--- src/sv/bcc_pkg.sv ---
// ----------------------------------------------------------------------------
// bcc_pkg
// Shared types and codes for the button click classifier.
// ----------------------------------------------------------------------------
`timescale 1ns / 1ps
`default_nettype none

package bcc_pkg;

  localparam int TimeW    = 32;
  localparam int CfgIdxW  = 2;
  localparam int InDataW  = 40;
  localparam int OutDataW = 8;

  typedef logic [TimeW-1:0] time_ms_t;

  typedef enum logic [CfgIdxW-1:0] {
    REG_DEBOUNCE_TIME       = 2'd0,
    REG_LONG_CLICK_TIME     = 2'd1,
    REG_DOUBLE_CLICK_WINDOW = 2'd2,
    REG_ACTIVE_LOW          = 2'd3
  } cfg_reg_t;

  typedef enum logic [1:0] {
    PHASE_RELEASED = 2'd0,
    PHASE_PRESSED  = 2'd1,
    PHASE_LONGED   = 2'd2
  } click_phase_t;

  typedef struct packed {
    time_ms_t debounce_time;
    time_ms_t long_click_time;
    time_ms_t double_click_window;
    logic     active_low;
  } cfg_t;

  typedef struct packed {
    logic double_event;
    logic long_event;
    logic release_event;
    logic press_event;
    logic is_pressed;
  } result_t;

  localparam time_ms_t DebounceReset = 32'd30;
  localparam time_ms_t LongReset     = 32'd1000;
  localparam time_ms_t WindowReset   = 32'd400;

endpackage

`default_nettype wire

--- src/sv/bcc_cfg.sv ---
// ----------------------------------------------------------------------------
// bcc_cfg
// Configuration register file, written through a plain write port.
// ----------------------------------------------------------------------------
`timescale 1ns / 1ps
`default_nettype none

module bcc_cfg (
  input  wire logic                         clk,
  input  wire logic                         rst_n,
  input  wire logic                         cfg_we,
  input  wire logic [bcc_pkg::CfgIdxW-1:0]  cfg_index,
  input  wire logic [bcc_pkg::TimeW-1:0]    cfg_wdata,
  output bcc_pkg::cfg_t                     cfg_o
);
  import bcc_pkg::*;

  cfg_t cfg_r;
  cfg_t cfg_nxt;

  always_comb begin
    cfg_nxt = cfg_r;
    if (cfg_we) begin
      case (cfg_reg_t'(cfg_index))
        REG_DEBOUNCE_TIME:       cfg_nxt.debounce_time       = cfg_wdata;
        REG_LONG_CLICK_TIME:     cfg_nxt.long_click_time     = cfg_wdata;
        REG_DOUBLE_CLICK_WINDOW: cfg_nxt.double_click_window = cfg_wdata;
        REG_ACTIVE_LOW:          cfg_nxt.active_low          = cfg_wdata[0];
        default:                 cfg_nxt = cfg_r;
      endcase
    end
  end

  always_ff @(posedge clk) begin
    if (!rst_n) begin
      cfg_r.debounce_time       <= DebounceReset;
      cfg_r.long_click_time     <= LongReset;
      cfg_r.double_click_window <= WindowReset;
      cfg_r.active_low          <= 1'b1;
    end else begin
      cfg_r <= cfg_nxt;
    end
  end

  assign cfg_o = cfg_r;

endmodule

`default_nettype wire

--- src/sv/bcc_step.sv ---
// ----------------------------------------------------------------------------
// bcc_step
// Debounce and click state, updated once per poll word.
// ----------------------------------------------------------------------------
`timescale 1ns / 1ps
`default_nettype none

module bcc_step (
  input  wire logic                      clk,
  input  wire logic                      rst_n,
  input  wire bcc_pkg::cfg_t             cfg_i,
  input  wire logic                      step_en,
  input  wire logic                      pin_level,
  input  wire logic [bcc_pkg::TimeW-1:0] now_time,
  output bcc_pkg::result_t               result_o
);
  import bcc_pkg::*;

  logic         raw_seen_r, raw_seen_nxt;
  logic         stable_level_r, stable_level_nxt;
  time_ms_t     raw_change_time_r, raw_change_time_nxt;
  time_ms_t     press_start_time_r, press_start_time_nxt;
  time_ms_t     last_short_release_r, last_short_release_nxt;
  click_phase_t phase_r, phase_nxt;
  logic         armed_r, armed_nxt;

  logic     raw;
  time_ms_t held_ms;
  time_ms_t since_ms;
  logic     deb;
  logic     press_edge;
  logic     rel_edge;
  logic     is_short;
  logic     dbl_ok;
  logic     short_rel;
  logic     long_hit;

  assign raw          = cfg_i.active_low ? ~pin_level : pin_level;
  assign raw_seen_nxt = raw;
  // restart the hold timer on every raw change
  assign raw_change_time_nxt = (raw != raw_seen_r) ? now_time : raw_change_time_r;
  assign deb = ((now_time - raw_change_time_nxt) >= cfg_i.debounce_time) ? raw
                                                                          : stable_level_r;
  assign stable_level_nxt = deb;

  assign press_edge = (deb != stable_level_r) & deb;
  assign rel_edge   = (deb != stable_level_r) & ~deb;
  assign held_ms    = now_time - press_start_time_r;
  assign since_ms   = now_time - last_short_release_r;
  assign is_short   = held_ms < cfg_i.long_click_time;
  // a stored time of zero means no earlier short release
  assign dbl_ok     = (last_short_release_r != '0) && (since_ms <= cfg_i.double_click_window);
  assign short_rel  = rel_edge & armed_r & (phase_r != PHASE_LONGED) & is_short;
  assign long_hit   = (deb == stable_level_r) & (phase_r == PHASE_PRESSED) & armed_r &
                      ~is_short;

  // next state
  always_comb begin
    phase_nxt              = phase_r;
    armed_nxt              = armed_r;
    press_start_time_nxt   = press_start_time_r;
    last_short_release_nxt = last_short_release_r;
    if (press_edge) begin
      phase_nxt            = PHASE_PRESSED;
      press_start_time_nxt = now_time;
    end else if (rel_edge) begin
      phase_nxt = PHASE_RELEASED;
      armed_nxt = 1'b1;
      if (short_rel && !dbl_ok) begin
        last_short_release_nxt = now_time;
      end else begin
        last_short_release_nxt = '0;
      end
    end else if (long_hit) begin
      phase_nxt              = PHASE_LONGED;
      last_short_release_nxt = '0;
    end
  end

  // outputs
  always_comb begin
    result_o.is_pressed    = deb;
    result_o.press_event   = press_edge & armed_r;
    result_o.release_event = rel_edge & armed_r;
    result_o.long_event    = long_hit;
    result_o.double_event  = short_rel & dbl_ok;
  end

  always_ff @(posedge clk) begin
    if (!rst_n) begin
      raw_seen_r           <= 1'b0;
      stable_level_r       <= 1'b0;
      raw_change_time_r    <= '0;
      press_start_time_r   <= '0;
      last_short_release_r <= '0;
      phase_r              <= PHASE_RELEASED;
      armed_r              <= 1'b0;
    end else if (step_en) begin
      raw_seen_r           <= raw_seen_nxt;
      stable_level_r       <= stable_level_nxt;
      raw_change_time_r    <= raw_change_time_nxt;
      press_start_time_r   <= press_start_time_nxt;
      last_short_release_r <= last_short_release_nxt;
      phase_r              <= phase_nxt;
      armed_r              <= armed_nxt;
    end
  end

endmodule

`default_nettype wire

--- src/sv/button_click_classifier_core.sv ---
// ----------------------------------------------------------------------------
// button_click_classifier_core
// Debounced push-button classifier: press, release, long and double click.
// ----------------------------------------------------------------------------
//  Channel  Direction  Payload
//  in_*     slave      tdata: pin_level [0], now_time [32:1], zero pad
//  out_*    master     tdata: is_pressed, press, release, long, double [4:0]
//  cfg_*    write      index 0..3, data up to 32 bits
//
//  One poll word per cycle while out_tready does not stall: input register,
//  one pass of compare logic, then the state and result registers together.
//  The step is bounded by three parallel 32-bit subtract/compare paths.
//  Reset (rst_n low, synchronous) clears state and loads register defaults.
//  A stalled out_tready holds the result and backs up into in_tready.
// ----------------------------------------------------------------------------
`timescale 1ns / 1ps
`default_nettype none

module button_click_classifier_core (
  input  wire logic                            clk,
  input  wire logic                            rst_n,
  input  wire logic                            in_tvalid,
  output wire logic                            in_tready,
  // pin_level [0], now_time [32:1], zeros [39:33]
  input  wire logic [bcc_pkg::InDataW-1:0]     in_tdata,
  output wire logic                            out_tvalid,
  input  wire logic                            out_tready,
  // is_pressed [0], press_event [1], release_event [2], long_event [3],
  // double_event [4], zeros [7:5]
  output wire logic [bcc_pkg::OutDataW-1:0]    out_tdata,
  input  wire logic                            cfg_we,
  input  wire logic [bcc_pkg::CfgIdxW-1:0]     cfg_index,
  input  wire logic [bcc_pkg::TimeW-1:0]       cfg_wdata
);
  import bcc_pkg::*;

  cfg_t     cfg;
  result_t  step_res;

  logic     in_valid_r;
  logic     pin_r;
  time_ms_t now_r;
  logic     out_valid_r;
  result_t  out_res_r;

  logic out_free;
  logic advance;

  assign out_free  = !out_valid_r || out_tready;
  assign advance   = in_valid_r && out_free;
  assign in_tready = !in_valid_r || out_free;

  bcc_cfg u_cfg (
    .clk       (clk),
    .rst_n     (rst_n),
    .cfg_we    (cfg_we),
    .cfg_index (cfg_index),
    .cfg_wdata (cfg_wdata),
    .cfg_o     (cfg)
  );

  bcc_step u_step (
    .clk       (clk),
    .rst_n     (rst_n),
    .cfg_i     (cfg),
    .step_en   (advance),
    .pin_level (pin_r),
    .now_time  (now_r),
    .result_o  (step_res)
  );

  always_ff @(posedge clk) begin
    if (!rst_n) begin
      in_valid_r  <= 1'b0;
      out_valid_r <= 1'b0;
    end else begin
      if (in_tready) begin
        in_valid_r <= in_tvalid;
      end
      if (out_free) begin
        out_valid_r <= in_valid_r;
      end
    end
  end

  // payload: load input word on accept, result word on advance
  always_ff @(posedge clk) begin
    if (in_tvalid && in_tready) begin
      pin_r <= in_tdata[0];
      now_r <= in_tdata[TimeW:1];
    end
    if (advance) begin
      out_res_r <= step_res;
    end
  end

  assign out_tvalid = out_valid_r;
  assign out_tdata  = {{(OutDataW - $bits(result_t)){1'b0}}, out_res_r};

endmodule

`default_nettype wire

--- config.mk ---
export PLATFORM = sky130hd
export DESIGN_NAME = button_click_classifier_core
export DESIGN_NICKNAME = d
export VERILOG_FILES = /design/src/sv/bcc_pkg.sv /design/src/sv/bcc_cfg.sv /design/src/sv/bcc_step.sv /design/src/sv/button_click_classifier_core.sv
export SDC_FILE = /design/constraint.sdc
export NUM_CORES = 1
export LEC_CHECK = 0
export ABC_CLOCK_PERIOD_IN_PS = 18600
export BUFFER_PORTS_ARGS = -buffer_cell sky130_fd_sc_hd__buf_2
export CAP_MARGIN = 0
export CORE_MARGIN = 4
export CORE_UTILIZATION = 48
export DETAILED_ROUTE_END_ITERATION = 10
export PLACE_DENSITY = 0.65
export RECOVER_POWER = 100
export SLEW_MARGIN = 5
export SYNTH_ARGS = -nofsm -noshare
export SYNTH_HDL_FRONTEND = slang
export SYNTH_SLANG_ARGS = --single-unit
--- constraint.sdc ---
create_clock -name clk -period 18.6 [get_ports clk]
set_input_delay 0.93 -clock clk [delete_from_list [all_inputs] [get_ports clk]]
set_output_delay 0.93 -clock clk [all_outputs]
set_load 0.02 [all_outputs]
==> impl_results.md <==
- Internal power: 1.10 mW
- Clock transition at path regs: 0.06 ns
- Largest net degree at the start of global routing: 127
- Yosys warns: 0
- Post-DR wirelength/cell: 17.4 µm
- Most area-consuming cells after synthesis: dfxtp_1, ha_1, nand2_1
- Num CTS Buffers: 28
- Setup TNS: 0 ns
- Critical path required time: 19.09 ns
- WL met2: 18,100 µm
- Top cells by count, synth: nand2_1, dfxtp_1, ha_1, inv_1, a21boi_0
- Number of buffers added on ports: 78
- Comb pwr share: 0.282
- Core footprint: 33,700 µm²
- Final WS setup: 9.51 ns
- Most frequent cell after synthesis: nand2_1
- Post-Syn Instances: 2,004
- Worst Path Buf+Inv: 2
- Max cap viols: 7
- Critical path class: flip-flop to flip-flop
- Post-synthesis mux area share: 0.0177
- Status: complete, but fails checks
- Reg power frac: 0.352
- Final ANT Viol Nets: 0
- Die Ht: 193 µm
- Compound-cell area share of the yosys netlist: 0.243
- Root buffer cell: clkbuf_16
- Die area: 37,400 µm²
- Post-synth EDFFs: 38
- Post-Syn Area: 16,500 µm²
- Maximum clock path buffer count: 3
- Vias in the first global route: 12,912
- Most frequent CP cell: ha_1
- Reg2reg setup slack: 9.51 ns
- DR pass1 iterations: 7
- Slew headroom: -2.18
- Max Used Layer: met4
- Initial Util: 0.489
- Drt initial violations: 1,006
- Failing checks: max-capacitance violations, max-slew violations
- Layout cells sized above 1: 0.0655
- Register area share after synthesis: 0.312
- Hold WC Path Type: flip-flop to flip-flop
- Switch Pwr: 0.509 mW
- Sw frac: 0.316
- Largest family of logic cells by synthesized area: compound AO/OA/AOI/OAI gates
- Synth Area in Adders: 0.143
- VDD IR max: 0.0695 mV
- RSZ-0062 raised after global routing: false
- Met1 wire length: 22,700 µm
- H-tree levels: 1
- Largest fanout on the critical path: 33
- Total track usage: 0.225
- Hpwl dp: 33,100 µm
- Leak pwr: 7.32 nW
- Ant diodes: 0
- Synth area leader: dfxtp_1
- Power Dens Cells: 88.9 nW/µm²
- Num ports: 89
- Post-Route WL: 43,600 µm
- CP max stage delay: 1.43 ns
- # fillers: 3,214
- Post-route minimum period: 9.09 ns
- Arr. time, crit path: 9.59 ns
- Delay-heaviest family, CP: simple AND/OR/NAND/NOR gates
- Synth Flop Type: dfxtp_1
- Clock share of power: 0.365
- Worst slack, placed: 10.84 ns
- Power Total: 1.61 mW
- Part of the cycle the worst path needs: 0.489
- Mean area per synthesized cell: 8.23 µm²
- Clock sink count: 238
- Measured slew at the worst slew-check pin: 4.78 ns
- Post-CTS Setup Bufs: 0
- Met3 wire len: 1980 µm
- Area share of the largest cell type after synthesis: 0.243
- CTS Hold Bufs: 0
- Yosys cell types: 78
- FMAX: 110 MHz
- Nets: 2,304
- Site row count: 67
- Initial antenna violation count: 0
- First-pass GRT wire length: 69,400 µm
- Critical Path Sink Type: flip-flop
- Simple-Gate Fraction of Synth Area: 0.169
- Post-cts repair resize count: 0
- Register bit count reported by yosys: 238
- DR DRC count: 0
- Vias per inst: 5.57
- Global route overflow: 0
- Crit path max-delay cell type: or2_0
- Final hold vios: 0
- Later-pin clock latency in the skew report: 0.56 ns
- # setup viols final: 0
- Async set-reset flop share out of synthesis: 0
- GP Congestion: 0.899
- Startpoint Class: flip-flop
- Clock skew after layout: 0.0120 ns
- Die width: 193 µm
- DR vias: 13,965
- CTS tree: built
- Synth Area in XOR/XNOR: 0.0501
- Layout area overhead: 9.94%
- Fin. max-slew vios: 403
kinds of logic after synthesis:
kind of cell	after synthesis
AND/OR/NAND/NOR	624
AO/OA/AOI/OAI	563
buffers and inverters	270
flip-flops	238
adder cells (fa/ha/maj)	188
XOR/XNOR	91
multiplexers	29
other	1
flip-flops by register name (all words and copies together) (netlist names):
name / count
out_tdata: 5
u_step.raw_change_time_r: 32
u_cfg.cfg_o: 97
u_step.phase_r: 2
out_tvalid: 1
u_step.stable_level_r: 1
in_valid_r: 1
u_step.last_short_release_r: 32
pin_r: 1
u_step.press_start_time_r: 32
u_step.raw_seen_r: 1
u_step.armed_r: 1
now_r: 32
worst min-delay path: stages (launching register included):
cell      delay (ns)
dfxtp_1         0.30
nand2_1         0.05
a21boi_0        0.06
placed cells by master, fill, tap and decap left out, drive strengths merged, types with 24 or more instances in the layout:
cell type and instances:
nand2 384, dfxtp 200, ha 184, inv 184
a21boi 125, a21oi 102, a21o 75, buf 75
o21ai 63, xnor2 60, nor3 47, nor2 46
clkbuf 45, edfxtp 38, a31o 34, nor2b 30
xor2 29, mux2i 28, o21a 26, nand4 25
o211a 25, o211ai 24
final cells by class:
cell class | count | area (µm²) | share of cell area
multi-input cells | 1498 | 10300 | 0.568
flip-flops and latches | 238 | 5140 | 0.284
clock buffers | 31 | 753 | 0.0416
inverters | 184 | 691 | 0.0381
well taps | 448 | 561 | 0.0309
repair buffers | 89 | 440 | 0.0243
clock inverters | 21 | 246 | 0.0136
stage by stage:
step	hold slack, ns	util	instance area [µm²]	std cells
after floorplan	0.443	-	16500	2006
after global placement	0.451	0.509	17200	2457
after detailed placement	0.459	0.509	17200	2457
after CTS	0.468	0.539	18200	2509
after global routing	0.489	0.538	18100	2509
final	0.465	0.538	18100	2509
routing by layer:
| layer | vias up | global-route usage |
|---|---|---|
| li1 | 7077 | - |
| met1 | 6509 | 0.351 |
| met2 | 325 | 0.337 |
| met3 | 54 | 0.0245 |
| met4 | 0 | 0.0422 |
| met5 | - | 0 |
power groups by stage:
stage          Sequential [mW]  Clock (mW)  Combinational (mW)
2_1_floorplan            0.570           0               0.350
3_3_place_gp             0.577           0               0.441
3_5_place_dp             0.578           0               0.450
4_1_cts                  0.567       0.604               0.452
5_1_grt                  0.570       0.623               0.515
6_report                 0.568       0.589               0.455
final timing paths:
kind / from / endpoint / cells after the start
min: u_step.press_start_time_r[13] / u_step.press_start_time_r[13] / 2
min reg2reg: u_step.press_start_time_r[13] / u_step.press_start_time_r[13] / 2
max reg2reg: pin_r / u_step.last_short_release_r[4] / 26
max: pin_r / u_step.last_short_release_r[4] / 26
(Power assumes the default switching activity.)
